==> src/design/clcd_pkg.sv <==
// Shared types and constants for the character LCD nibble write sequencer.
// No dependencies; every design file imports this package.
package clcd_pkg;

    // Operation codes on the input item
    localparam logic [1:0] OP_COMMAND  = 2'd0;
    localparam logic [1:0] OP_CHAR     = 2'd1;
    localparam logic [1:0] OP_POSITION = 2'd2;
    localparam logic [1:0] OP_INIT     = 2'd3;

    // Row codes for set position
    localparam logic [1:0] ROW_ONE = 2'd1;
    localparam logic [1:0] ROW_TWO = 2'd2;

    localparam logic [7:0] DDRAM_ROW1_BASE = 8'h80;
    localparam logic [7:0] DDRAM_ROW2_BASE = 8'hC0;

    // Config register indexes
    localparam logic [2:0] REG_SETUP     = 3'd0;
    localparam logic [2:0] REG_PULSE     = 3'd1;
    localparam logic [2:0] REG_CHAR      = 3'd2;
    localparam logic [2:0] REG_SETTLE    = 3'd3;
    localparam logic [2:0] REG_POST      = 3'd4;
    localparam logic [2:0] REG_POWER_UP  = 3'd5;

    // Config register reset values
    localparam logic [9:0]  SETUP_RESET    = 10'd1;
    localparam logic [16:0] PULSE_RESET    = 17'd1000;
    localparam logic [16:0] CHAR_RESET     = 17'd50;
    localparam logic [16:0] SETTLE_RESET   = 17'd2000;
    localparam logic [16:0] POST_RESET     = 17'd5000;
    localparam logic [19:0] POWER_UP_RESET = 20'd250000;

    localparam logic [2:0] LAST_PHASE    = 3'd4;
    localparam logic [2:0] LAST_INIT_CMD = 3'd4;

    typedef struct packed {
        logic [1:0] operation;
        logic [7:0] data_byte;
        logic [1:0] row;
        logic [5:0] column;
    } in_item_t;

    typedef struct packed {
        logic        reg_select;
        logic        enable;
        logic [3:0]  data_nibble;
        logic [19:0] hold_us;
        logic        last;
    } out_item_t;

    typedef struct packed {
        logic [9:0]  setup_time_us;
        logic [16:0] enable_pulse_us;
        logic [16:0] char_phase_us;
        logic [16:0] command_settle_us;
        logic [16:0] post_wait_us;
        logic [19:0] power_up_wait_us;
    } cfg_t;

    typedef enum logic [1:0] {
        JOB_CMD,
        JOB_CHAR,
        JOB_WAIT,
        JOB_INIT
    } job_kind_t;

    typedef struct packed {
        job_kind_t  kind;
        logic [7:0] byte_code;
        logic       long_settle;
    } job_t;

    // Fixed power-up command list
    function automatic logic [7:0] init_command(input logic [2:0] idx);
        logic [7:0] code;
        case (idx)
            3'd0:    code = 8'h02;
            3'd1:    code = 8'h28;
            3'd2:    code = 8'h06;
            3'd3:    code = 8'h0C;
            default: code = 8'h01;
        endcase
        return code;
    endfunction

endpackage

==> src/design/clcd_front.sv <==
// Front end: classifies an input item into a bus job.
// Depends on clcd_pkg.
module clcd_front
    import clcd_pkg::*;
(
    input  in_item_t in_item,
    output job_t     job
);

    logic [7:0] col_byte;

    // DDRAM column offset, wraps modulo 256
    assign col_byte = {2'b00, in_item.column} - 8'd1;

    always_comb
    begin
        job.kind        = JOB_CMD;
        job.byte_code   = in_item.data_byte;
        job.long_settle = 1'b0;
        unique case (in_item.operation)
            OP_COMMAND:
            begin
                job.kind = JOB_CMD;
            end
            OP_CHAR:
            begin
                job.kind = JOB_CHAR;
            end
            OP_POSITION:
            begin
                job.long_settle = 1'b1;
                unique case (in_item.row)
                    ROW_ONE:
                    begin
                        job.kind      = JOB_CMD;
                        job.byte_code = DDRAM_ROW1_BASE + col_byte;
                    end
                    ROW_TWO:
                    begin
                        job.kind      = JOB_CMD;
                        job.byte_code = DDRAM_ROW2_BASE + col_byte;
                    end
                    default:
                    begin
                        job.kind = JOB_WAIT;
                    end
                endcase
            end
            default:
            begin
                job.kind        = JOB_INIT;
                job.long_settle = 1'b1;
            end
        endcase
    end

endmodule

==> src/design/clcd_queue.sv <==
// Two-entry job queue between front end and bus sequencer.
// Depends on clcd_pkg.
module clcd_queue
    import clcd_pkg::*;
(
    input  logic clk,
    input  logic rst_n,
    input  logic push,
    input  job_t push_job,
    output logic full,
    output logic valid,
    input  logic pop,
    output job_t pop_job
);

    localparam int DEPTH = 2;
    localparam int PTR_W = $clog2(DEPTH);
    localparam int CNT_W = $clog2(DEPTH + 1);

    job_t             mem [DEPTH];
    logic [PTR_W-1:0] wr_ptr_reg, wr_ptr_next;
    logic [PTR_W-1:0] rd_ptr_reg, rd_ptr_next;
    logic [CNT_W-1:0] count_reg, count_next;

    assign full    = (count_reg == CNT_W'(DEPTH));
    assign valid   = (count_reg != '0);
    assign pop_job = mem[rd_ptr_reg];

    always_comb
    begin
        wr_ptr_next = push ? wr_ptr_reg + 1'b1 : wr_ptr_reg;
        rd_ptr_next = pop  ? rd_ptr_reg + 1'b1 : rd_ptr_reg;
        count_next  = count_reg;
        if (push && !pop)
        begin
            count_next = count_reg + 1'b1;
        end
        else if (pop && !push)
        begin
            count_next = count_reg - 1'b1;
        end
    end

    always_ff @(posedge clk)
    begin
        if (push)
        begin
            mem[wr_ptr_reg] <= push_job;
        end
    end

    always_ff @(posedge clk or negedge rst_n)
    begin
        if (!rst_n)
        begin
            wr_ptr_reg <= '0;
            rd_ptr_reg <= '0;
            count_reg  <= '0;
        end
        else
        begin
            wr_ptr_reg <= wr_ptr_next;
            rd_ptr_reg <= rd_ptr_next;
            count_reg  <= count_next;
        end
    end

    a_no_pop_empty: assert property (@(posedge clk) disable iff (!rst_n)
        pop |-> valid)
        else $error("queue popped while empty");

    a_no_push_full: assert property (@(posedge clk) disable iff (!rst_n)
        push |-> !full)
        else $error("queue pushed while full");

endmodule

==> src/design/clcd_back.sv <==
// Bus sequencer: expands a job into timed pin states, one per cycle while out_stall is low.
// Depends on clcd_pkg.
module clcd_back
    import clcd_pkg::*;
(
    input  logic      clk,
    input  logic      rst_n,
    input  cfg_t      cfg,
    input  logic      job_valid,
    input  job_t      job,
    output logic      job_pop,
    output logic      out_valid,
    input  logic      out_stall,
    output out_item_t out_item
);

    logic       busy_reg;
    job_t       job_reg;
    logic [2:0] phase_reg;
    logic [2:0] init_idx_reg;
    logic       init_wait_reg;
    logic [7:0] lat_byte_reg;
    logic       lat_char_reg;
    logic       out_valid_reg;
    out_item_t  out_reg;

    logic       advance;
    logic [7:0] cmd_byte;
    logic [19:0] settle;
    out_item_t  cur;
    logic       cmd_done;

    assign advance   = busy_reg && (!out_valid_reg || !out_stall);
    assign job_pop   = !busy_reg && job_valid;
    assign out_valid = out_valid_reg;
    assign out_item  = out_reg;

    assign cmd_byte = (job_reg.kind == JOB_INIT) ? init_command(init_idx_reg)
                                                 : job_reg.byte_code;
    assign settle   = job_reg.long_settle
                    ? {3'b000, cfg.command_settle_us} + {3'b000, cfg.post_wait_us}
                    : {3'b000, cfg.command_settle_us};

    // a command byte finishes on its settle state
    assign cmd_done = (phase_reg == LAST_PHASE)
                   && ((job_reg.kind == JOB_CMD)
                    || ((job_reg.kind == JOB_INIT) && !init_wait_reg));

    always_comb
    begin
        cur             = '0;
        cur.reg_select  = lat_char_reg;
        cur.data_nibble = lat_char_reg ? 4'h0 : lat_byte_reg[3:0];
        unique case (job_reg.kind) inside
            JOB_WAIT:
            begin
                cur.hold_us = {3'b000, cfg.post_wait_us};
                cur.last    = 1'b1;
            end
            JOB_CHAR:
            begin
                cur.reg_select  = 1'b1;
                cur.enable      = phase_reg[0];
                cur.data_nibble = 4'h0;
                cur.hold_us     = {3'b000, cfg.char_phase_us};
                case (phase_reg)
                    3'd1: cur.data_nibble = job_reg.byte_code[7:4];
                    3'd3: cur.data_nibble = job_reg.byte_code[3:0];
                    3'd4:
                    begin
                        cur.hold_us = '0;
                        cur.last    = 1'b1;
                    end
                    default: ;
                endcase
            end
            JOB_CMD, JOB_INIT:
            begin
                if ((job_reg.kind == JOB_INIT) && init_wait_reg)
                begin
                    cur.hold_us = cfg.power_up_wait_us;
                end
                else
                begin
                    cur.reg_select  = 1'b0;
                    cur.enable      = phase_reg[0];
                    cur.data_nibble = (phase_reg < 3'd2) ? cmd_byte[7:4] : cmd_byte[3:0];
                    case (phase_reg) inside
                        3'd0, 3'd2: cur.hold_us = {10'd0, cfg.setup_time_us};
                        3'd1, 3'd3: cur.hold_us = {3'b000, cfg.enable_pulse_us};
                        default:
                        begin
                            cur.hold_us = settle;
                            cur.last    = (job_reg.kind == JOB_CMD)
                                       || (init_idx_reg == LAST_INIT_CMD);
                        end
                    endcase
                end
            end
            default: ;
        endcase
    end

    always_ff @(posedge clk)
    begin
        if (job_pop)
        begin
            job_reg <= job;
        end
        if (advance)
        begin
            out_reg <= cur;
        end
    end

    always_ff @(posedge clk or negedge rst_n)
    begin
        if (!rst_n)
        begin
            busy_reg      <= 1'b0;
            phase_reg     <= '0;
            init_idx_reg  <= '0;
            init_wait_reg <= 1'b0;
            lat_byte_reg  <= '0;
            lat_char_reg  <= 1'b0;
            out_valid_reg <= 1'b0;
        end
        else
        begin
            if (advance)
            begin
                out_valid_reg <= 1'b1;
            end
            else if (!out_stall)
            begin
                out_valid_reg <= 1'b0;
            end

            if (job_pop)
            begin
                busy_reg      <= 1'b1;
                phase_reg     <= '0;
                init_idx_reg  <= '0;
                init_wait_reg <= (job.kind == JOB_INIT);
            end
            else if (advance)
            begin
                if (cmd_done)
                begin
                    lat_byte_reg <= cmd_byte;
                    lat_char_reg <= 1'b0;
                end
                else if ((job_reg.kind == JOB_CHAR) && (phase_reg == LAST_PHASE))
                begin
                    lat_byte_reg <= job_reg.byte_code;
                    lat_char_reg <= 1'b1;
                end

                if (cur.last)
                begin
                    busy_reg <= 1'b0;
                end
                else if (init_wait_reg)
                begin
                    init_wait_reg <= 1'b0;
                end
                else if (phase_reg == LAST_PHASE)
                begin
                    phase_reg    <= '0;
                    init_idx_reg <= init_idx_reg + 1'b1;
                end
                else
                begin
                    phase_reg <= phase_reg + 1'b1;
                end
            end
        end
    end

    a_phase_range: assert property (@(posedge clk) disable iff (!rst_n)
        busy_reg |-> (phase_reg <= LAST_PHASE) && (init_idx_reg <= LAST_INIT_CMD))
        else $error("phase or init index out of range");

    a_strobe_not_last: assert property (@(posedge clk) disable iff (!rst_n)
        out_valid_reg |-> !(out_reg.enable && out_reg.last))
        else $error("run ended with enable high");

    a_pop_only_idle: assert property (@(posedge clk) disable iff (!rst_n)
        job_pop |=> busy_reg && !$past(busy_reg))
        else $error("job taken while sequencer busy");

endmodule

==> src/design/char_lcd_nibble_write_sequencer_core.sv <==
// Top level of the 4-bit character LCD write sequencer: config registers,
// front end, job queue and bus sequencer. Depends on clcd_pkg and submodules.
//
// Path: the first pin state of an item passes the queue, the sequencer job
// register and then the sequencer output register. One pin state per cycle
// while out_stall is low; no pin state comes out while the sequencer loads
// the next job between runs.
// Input stalls only when the two-entry job queue is full.
// Reset: config registers take their documented defaults, queue and sequencer
// empty, latched bus byte zero (command kind).
module char_lcd_nibble_write_sequencer_core
    import clcd_pkg::*;
(
    input  logic        clk,
    input  logic        rst_n,
    // input item channel
    input  logic        in_valid,
    output logic        in_stall,
    input  in_item_t    in_item,
    // pin state channel
    output logic        out_valid,
    input  logic        out_stall,
    output out_item_t   out_item,
    // APB config port
    input  logic        psel,
    input  logic        penable,
    input  logic        pwrite,
    input  logic [4:0]  paddr,
    input  logic [31:0] pwdata,
    output logic [31:0] prdata,
    output logic        pready
);

    cfg_t       cfg_reg;
    logic       cfg_write;
    logic [2:0] reg_idx;

    job_t front_job;
    job_t queue_job;
    logic queue_full;
    logic queue_valid;
    logic queue_pop;
    logic in_accept;

    // ------------------------------------------------------------------
    // Config registers: one per 32-bit word, low bits kept on write.
    // ------------------------------------------------------------------
    assign pready    = 1'b1;
    assign reg_idx   = paddr[4:2];
    assign cfg_write = psel && penable && pwrite && pready;

    always_ff @(posedge clk or negedge rst_n)
    begin
        if (!rst_n)
        begin
            cfg_reg.setup_time_us     <= SETUP_RESET;
            cfg_reg.enable_pulse_us   <= PULSE_RESET;
            cfg_reg.char_phase_us     <= CHAR_RESET;
            cfg_reg.command_settle_us <= SETTLE_RESET;
            cfg_reg.post_wait_us      <= POST_RESET;
            cfg_reg.power_up_wait_us  <= POWER_UP_RESET;
        end
        else if (cfg_write)
        begin
            unique case (reg_idx)
                REG_SETUP:    cfg_reg.setup_time_us     <= pwdata[9:0];
                REG_PULSE:    cfg_reg.enable_pulse_us   <= pwdata[16:0];
                REG_CHAR:     cfg_reg.char_phase_us     <= pwdata[16:0];
                REG_SETTLE:   cfg_reg.command_settle_us <= pwdata[16:0];
                REG_POST:     cfg_reg.post_wait_us      <= pwdata[16:0];
                REG_POWER_UP: cfg_reg.power_up_wait_us  <= pwdata[19:0];
                default: ;  // addresses past the register list are ignored
            endcase
        end
    end

    always_comb
    begin
        unique case (reg_idx)
            REG_SETUP:    prdata = {22'd0, cfg_reg.setup_time_us};
            REG_PULSE:    prdata = {15'd0, cfg_reg.enable_pulse_us};
            REG_CHAR:     prdata = {15'd0, cfg_reg.char_phase_us};
            REG_SETTLE:   prdata = {15'd0, cfg_reg.command_settle_us};
            REG_POST:     prdata = {15'd0, cfg_reg.post_wait_us};
            REG_POWER_UP: prdata = {12'd0, cfg_reg.power_up_wait_us};
            default:      prdata = '0;
        endcase
    end

    // ------------------------------------------------------------------
    // Front end: classify each accepted item straight into the queue.
    // ------------------------------------------------------------------
    assign in_stall  = queue_full;
    assign in_accept = in_valid && !queue_full;

    clcd_front u_front (
        .in_item (in_item),
        .job     (front_job)
    );

    clcd_queue u_queue (
        .clk      (clk),
        .rst_n    (rst_n),
        .push     (in_accept),
        .push_job (front_job),
        .full     (queue_full),
        .valid    (queue_valid),
        .pop      (queue_pop),
        .pop_job  (queue_job)
    );

    // ------------------------------------------------------------------
    // Back end: walks each job through its pin states; owns the latched
    // bus byte used by wait-only states.
    // ------------------------------------------------------------------
    clcd_back u_back (
        .clk       (clk),
        .rst_n     (rst_n),
        .cfg       (cfg_reg),
        .job_valid (queue_valid),
        .job       (queue_job),
        .job_pop   (queue_pop),
        .out_valid (out_valid),
        .out_stall (out_stall),
        .out_item  (out_item)
    );

endmodule
==> config.mk <==
export PLATFORM = sky130hd
export DESIGN_NAME = char_lcd_nibble_write_sequencer_core
export DESIGN_NICKNAME = d
export VERILOG_FILES = /design/src/design/clcd_pkg.sv /design/src/design/clcd_front.sv /design/src/design/clcd_queue.sv /design/src/design/clcd_back.sv /design/src/design/char_lcd_nibble_write_sequencer_core.sv
export SDC_FILE = /design/constraint.sdc
export NUM_CORES = 1
export LEC_CHECK = 0
export BUFFER_PORTS_ARGS = -buffer_cell sky130_fd_sc_hd__buf_2
export CAP_MARGIN = 10
export CORE_UTILIZATION = 53
export CTS_BUF_LIST = sky130_fd_sc_hd__clkbuf_16
export DETAILED_ROUTE_END_ITERATION = 7
export PLACE_DENSITY = 0.8
export SLEW_MARGIN = 30
export SYNTH_ARGS = -nofsm -noshare
export SYNTH_HDL_FRONTEND = slang
export SYNTH_SLANG_ARGS = --single-unit
export TNS_END_PERCENT = 20
==> constraint.sdc <==
create_clock -name clk -period 2.4 [get_ports clk]
set_input_delay 0.12 -clock clk [delete_from_list [all_inputs] [get_ports clk]]
set_output_delay 0.12 -clock clk [all_outputs]
set_load 0.02 [all_outputs]
* Word-level counts from Yosys, hierarchy flattened
Memory sizes are Yosys's and may differ from the RTL's. Index checks and enable logic that the tools add are counted.
Storage, ports and cells: memory bits (writable) 22, flip-flop bits (word level) 154, output and inout bits 62, logic and storage cells 158, memories 1, input bits 62
Memory list:
- u_queue.mem | depth 2, bits a word 11, rd ports 1, clocked after memory_dff 0, wr ports 1, RTL line clcd_queue.sv:20 | job_t mem [DEPTH];
Cells by class: equality and inequality tests 25, bitwise gates (word level) 1, add/subtract/negate cells 10, reductions and logical operators 48, muxes and demuxes 48, $lt $le $gt $ge 1
Operator list (number):
- 20-bit case mux with 6 select lines | 1
- 20-bit 2-to-1 mux | 4
- 21-bit case mux with 3 select lines | 1
- 3-bit 2-to-1 mux | 10
- 6-bit case mux with 4 select lines | 1
- 17-bit by 17-bit adder with 18-bit output | 1
- 3-bit by 2-bit == test with 1-bit output (second input constant) | 6
- 18-bit 2-to-1 mux | 1
- 8-bit adder (first input constant) | 2
- 1-bit 2-to-1 mux | 16
- 4-bit 2-to-1 mux | 4
- 8-bit 2-to-1 mux | 2
- 8-bit case mux with 2 select lines | 1
- 2-bit AND reduction | 8
- 2-bit == test (second input constant) | 6
- 3-bit == test (second input constant) | 4
- 6-bit case mux with 2 select lines | 1
- 2-bit nonzero test | 6
- 1-bit logical AND | 11
- 2-bit OR reduction | 5
- 3-bit by 1-bit == test with 1-bit output (second input constant) | 3
- 3-bit logical NOT | 3
- 4-bit case mux with 2 select lines | 1
- 1-bit logical NOT | 7
- 17 further kinds | 28

* Logic depth before layout (Yosys ltp)
word-level depth 9, mapped depth 10, depth with buffers taken out 9

* Modules after synthesis
From an unflattened synthesis, not the netlist that was laid out.
Second synthesis, totals: cell total of the unflattened synthesis 867, area total of the unflattened synthesis 9982.1 um2
Modules (own cells, without submodules):
- char_lcd_nibble_write_sequencer_core | cells an instance 341, area each 4702.0 um2, seq. area each 2487.4 um2, instances 1
- clcd_back | cells an instance 428, area each 3958.8 um2, seq. area each 1491.4 um2, instances 1
- clcd_queue | cells an instance 50, area each 1018.5 um2, seq. area each 760.7 um2, instances 1
- clcd_front | cells an instance 48, area each 302.8 um2, seq. area each 0.0 um2, instances 1

* Worst setup path before layout
Ideal clock, no wire load.
path type register -> register, start register u_back.out_valid_reg, in the netlist u_back.out_valid, end register u_back.init_idx_reg[1], path slack -128 ps, required time 2235 ps, library setup time 165 ps, stages on the path, launching flop included 7, period minus slack after synthesis 2528 ps, data arrival time 2363 ps, buffers on the path 0, path through dfrtp_1 a21boi_2 and2_1 o311ai_4 or2_2 mux2i_1 nor2_1
On the way: longest elaborated chain between the ends 5
Ends and longest elaborated chain:
- start, declared | RTL line clcd_back.sv:24 | logic out_valid_reg;
- start signal, assigned | RTL line clcd_back.sv:126 | out_valid_reg <= 1'b0;
- start signal, assigned | RTL line clcd_back.sv:132 | out_valid_reg <= 1'b1;
- start signal, assigned | RTL line clcd_back.sv:136 | out_valid_reg <= 1'b0;
- 1-bit logical NOT | RTL line clcd_back.sv:33 | assign advance = busy_reg && (!out_valid_reg || !out_stall);
- 1-bit logical OR | RTL line clcd_back.sv:33
- 1-bit logical AND | RTL line clcd_back.sv:33
- via u_back.advance | RTL line clcd_back.sv:27 | logic advance;
- 2-bit nonzero test (no source line)
- 4-bit AND reduction (no source line)
- end signal, assigned | RTL line clcd_back.sv:170 | init_idx_reg <= init_idx_reg + 1'b1;
- end, declared | RTL line clcd_back.sv:20 | logic [2:0] init_idx_reg;
The timed path passes the listed nets, and every way through them passes these cells. A chain may end at the register's enable or synchronous reset.

==> impl_metrics.yaml <==
grt:
  grt_overflow_total: 0
  grt_start_max_net_pins: 51
  grt_antenna_before_repair: 0
  first_global_vias: 7580
  gr-usage-all-layers_pct: 28.36
  first_pass_grt_wire_length_mm: 40.30
layout:
  flow.area_growth_from_synthesis_pct: 20.10
  drive_above_1_share_pct: 34.23
  final_design_area_no_fill_um2: 11720
  layout.filler_cells: 1341
  largest_register_ff_count: 98
  finish.net_count: 1122
pwr:
  net-switching-power_mw: 5.142
  cellLeakagePower_nw: 4.989
  power_frac_comb_pct: 40.0
  clkPwrFrac_pct: 22.5
  relative_contribution_of_sequential_cells_to_total_power_pct: 37.5
  power.switching_fraction_pct: 39.85
  power_density_nw_per_um2: 1101
  cell_internal_pwr_mw: 7.762
  post-layout-total-power_mw: 12.90
  vdd.ir_drop.worst_mv: 0.9408
placed_design:
  portBuffers: 96
  gpl.final_weighted_congestion: 0.9272
  post_placement_cell_area_um2: 10720
  place.detailed.hpwl_mm: 17.45
timing:
  finalClockSkew_ns: 0.01266
  final.period_utilization_pct: 99.83
  unrepaired_setup_endpoints_after_global_routing: "yes"
  setup-violations-final: 0
  timing_worst_slew_pin_value_ns: 0.6353
  achievable_clock_frequency_ghz: 0.4174
  finalWorstPathRequiredPeriod_ns: 2.396
  report.final.slew_viol_count: 0
  relSlewSlack_pct: 57.55
  finalHoldViolCount: 0
logic_synthesis:
  yosysMostFrequentCell: "sky130_fd_sc_hd__mux2_2"
  synth-xor-area-share_pct: 2.064
  synth_top_cells_by_area: "sky130_fd_sc_hd__dfrtp_1 23%, sky130_fd_sc_hd__edfxtp_1 18%, sky130_fd_sc_hd__mux2_2 12%, sky130_fd_sc_hd__dfstp_2 7.5%, sky130_fd_sc_hd__ha_1 4.5%"
  dominant_combinational_cell_family_by_area_after_synthesis: "multiplexers"
  synth_edf_count: 60
  post-synth-top-area-cell: "sky130_fd_sc_hd__dfrtp_1"
  seq_area_frac_synth_pct: 48.55
  synth_largest_type_area_fraction_pct: 22.56
  synth-compound-area-share_pct: 14.87
  ys_ff_latch: 176
  synthDistinctLibCells: 75
  yosys.area_share.adder_pct: 4.691
  yosys-top-cells-count: "107 x sky130_fd_sc_hd__mux2_2, 88 x sky130_fd_sc_hd__dfrtp_1, 66 x sky130_fd_sc_hd__nor2_1, 60 x sky130_fd_sc_hd__edfxtp_1, 55 x sky130_fd_sc_hd__nand2_1"
  synthArstFlopShare_pct: 65.91
  yosys.area_share.simple_pct: 10.57
  muxShareOfSynthArea_pct: 15.10
  post_synthesis_cell_area_um2: 9762
  synthesis.area_per_instance_um2: 11.22
  syn_inst: 870
  yosysWarnings: 0
  synthFlopType: "sky130_fd_sc_hd__dfrtp_1"
setup_path:
  startpoint_type: "register"
  path_cells: "ha_2, inv_2, fa_2, nor2b_4, o2111a_2, or3_4, mux2_4, a211oi_2, a221o_1"
  setup.worst_path.end_class: "register"
  cp_num_cells: 9
  critical-path-max-stage-delay_ns: 0.39
  r2r-end: "u_back.out_item[9]"
  cp_data_arrival_time_ns: 2.72
  critical_path_class: "reg2reg"
  critPathTopFamily: "compound AO/OA/AOI/OAI gates"
  path_buf_inv: 1
  crit-reg2reg-launch: "cfg_reg[37]"
  reg2reg_depth: 9
  required_time_worst_endpoint_ns: 2.72
  timing.critical_path.fanout_max: 3
  worst_path_max_delay_cell: "sky130_fd_sc_hd__dfrtp_1"
  worst-r2r-setup-slack_ns: 0.004
floorplanning:
  core_region_area_um2: 18020
  top_level_ports: 124
  fp-row-count: 49
  die_height_um: 137.7
  fp.dieArea_um2: 18970
  floorplan.initialDensity_pct: 54.16
  die_width_um: 137.7
cts:
  clock_tree_from_tritoncts: "yes"
  cts_buffers: 17
  worst_setup_hold_path_clk_slew_ns: 0.08
  clock-sinks: 176
  htree_num_levels: 4
  clk_latency_ns: 0.45
  ctsRootBufferMaster: "sky130_fd_sc_hd__clkbuf_16"
  cts-root-to-sink-buffers: 2
routing:
  antenna_left: 0
  avgViaCountPerCell: 6.220
  wl_per_cell_um: 20.57
  drt_pass1_iterations: 7
  vias: 7881
  postRouteWirelength_mm: 26.06
  initialDrtViolationCount: 970
  drcViolationCount: 0
min_path:
  holdCritStartpoint: "in_item[9]"
  hold_path_depth: 3
  hold-path-endpoint: "u_queue.mem[1][2]"
  hold_class: "in2reg"
run:
  drv_cap: 0
outcome:
  run_status: "complete, no violations"
[logic make-up after synthesis]
group / count (synthesis)
compound gates: 213
xor+xnor: 23
buf+inv: 83
simple gates: 205
fa+ha+maj: 36
mux: 132
other cells: 2
flops: 176
[metrics by stage]
stage | setup slack [ns] | instances | setup TNS (ns) | util, % | hold slack (ns)
finish | 0.004121 | 1267 | 0 | 65.04 | 0.006186
detailed placement | -0.05076 | 1203 | -0.06942 | 59.49 | 0.1436
floorplan | 0.1006 | 881 | 0 | - | -0.1756
CTS | -0.007481 | 1262 | -0.01198 | 64.50 | 0.007029
global placement | -0.008465 | 1203 | -0.008465 | 59.49 | 0.1377
global route | -0.04564 | 1266 | -0.04564 | 65.03 | 0.02331
[power by group through the flow]
stage / clock network, mW / registers, mW / logic [mW]
finish: 2.90 / 4.84 / 5.16
global route: 3.04 / 4.93 / 5.57
CTS: 2.92 / 4.81 / 4.98
detailed placement: 0 / 4.86 / 4.87
global placement: 0 / 4.82 / 4.73
floorplan: 0 / 4.96 / 3.08
[worst max path at each step]
stage / start / end / slack, ns
finish: cfg_reg[37] / u_back.out_item[9] / 0.004
detailed placement: cfg_reg[27] / u_back.out_item[15] / -0.05
floorplan: cfg_reg[27] / u_back.out_item[17] / 0.10
CTS: u_back.job_reg[10] / u_back.init_idx_reg[1] / -0.007
global placement: cfg_reg[20] / u_back.out_item[9] / -0.008
global route: cfg_reg[37] / u_back.out_item[9] / -0.05
[cell usage in the layout, fill, tap and decap left out, types with 28 or more instances in the layout]
cell type	count
sky130_fd_sc_hd__edfxtp_1	60
sky130_fd_sc_hd__a21oi_1	45
sky130_fd_sc_hd__ha_1	32
sky130_fd_sc_hd__buf_4	57
sky130_fd_sc_hd__o21ai_0	52
sky130_fd_sc_hd__dfstp_2	28
sky130_fd_sc_hd__nand2_1	55
sky130_fd_sc_hd__mux2_2	107
sky130_fd_sc_hd__buf_2	95
sky130_fd_sc_hd__nor2_1	65
sky130_fd_sc_hd__dfrtp_1	88
[worst register-to-register path, cell delays in order, from the launching register on]
cell and delay [ns]:
sky130_fd_sc_hd__dfrtp_1 0.39, sky130_fd_sc_hd__ha_2 0.21, sky130_fd_sc_hd__inv_2 0.06, sky130_fd_sc_hd__fa_2 0.23, sky130_fd_sc_hd__nor2b_4 0.05, sky130_fd_sc_hd__o2111a_2 0.27
sky130_fd_sc_hd__or3_4 0.36, sky130_fd_sc_hd__mux2_4 0.31, sky130_fd_sc_hd__a211oi_2 0.24, sky130_fd_sc_hd__a221o_1 0.15
[area by class of cell]
type | instances | area [um2] | area share, %
Timing Repair Buffer | 182 | 1225 | 10.45
Tap cell | 229 | 286.5 | 2.444
Antenna cell | 1 | 2.502 | 0.02134
Sequential cell | 176 | 4740 | 40.43
Clock buffer | 17 | 425.4 | 3.629
Clock inverter | 15 | 197.7 | 1.686
Multi-Input combinational cell | 622 | 4753 | 40.54
Inverter | 25 | 93.84 | 0.8004
[metal layers]
metal / track usage, % / part of all wire (%) / vias to the layer above / wire length, um
met5: 0 / 0 / - / 0
met4: 13.10 / 2.7 / 0 / 714
met3: 4.599 / 8.7 / 70 / 2275
met2: 45.42 / 48 / 440 / 12400
met1: 37.72 / 41 / 3842 / 10680
li1: - / - / 3529 / -
[timing repair]
item                       CTS  global route
resized for setup            5            16
pin swaps                    0            10
setup endpoints to repair    7            11
setup buffers                0             4
hold buffers                27             0
hold endpoints to repair   124             0
No activity file was read; power rests on OpenSTA's default activity.
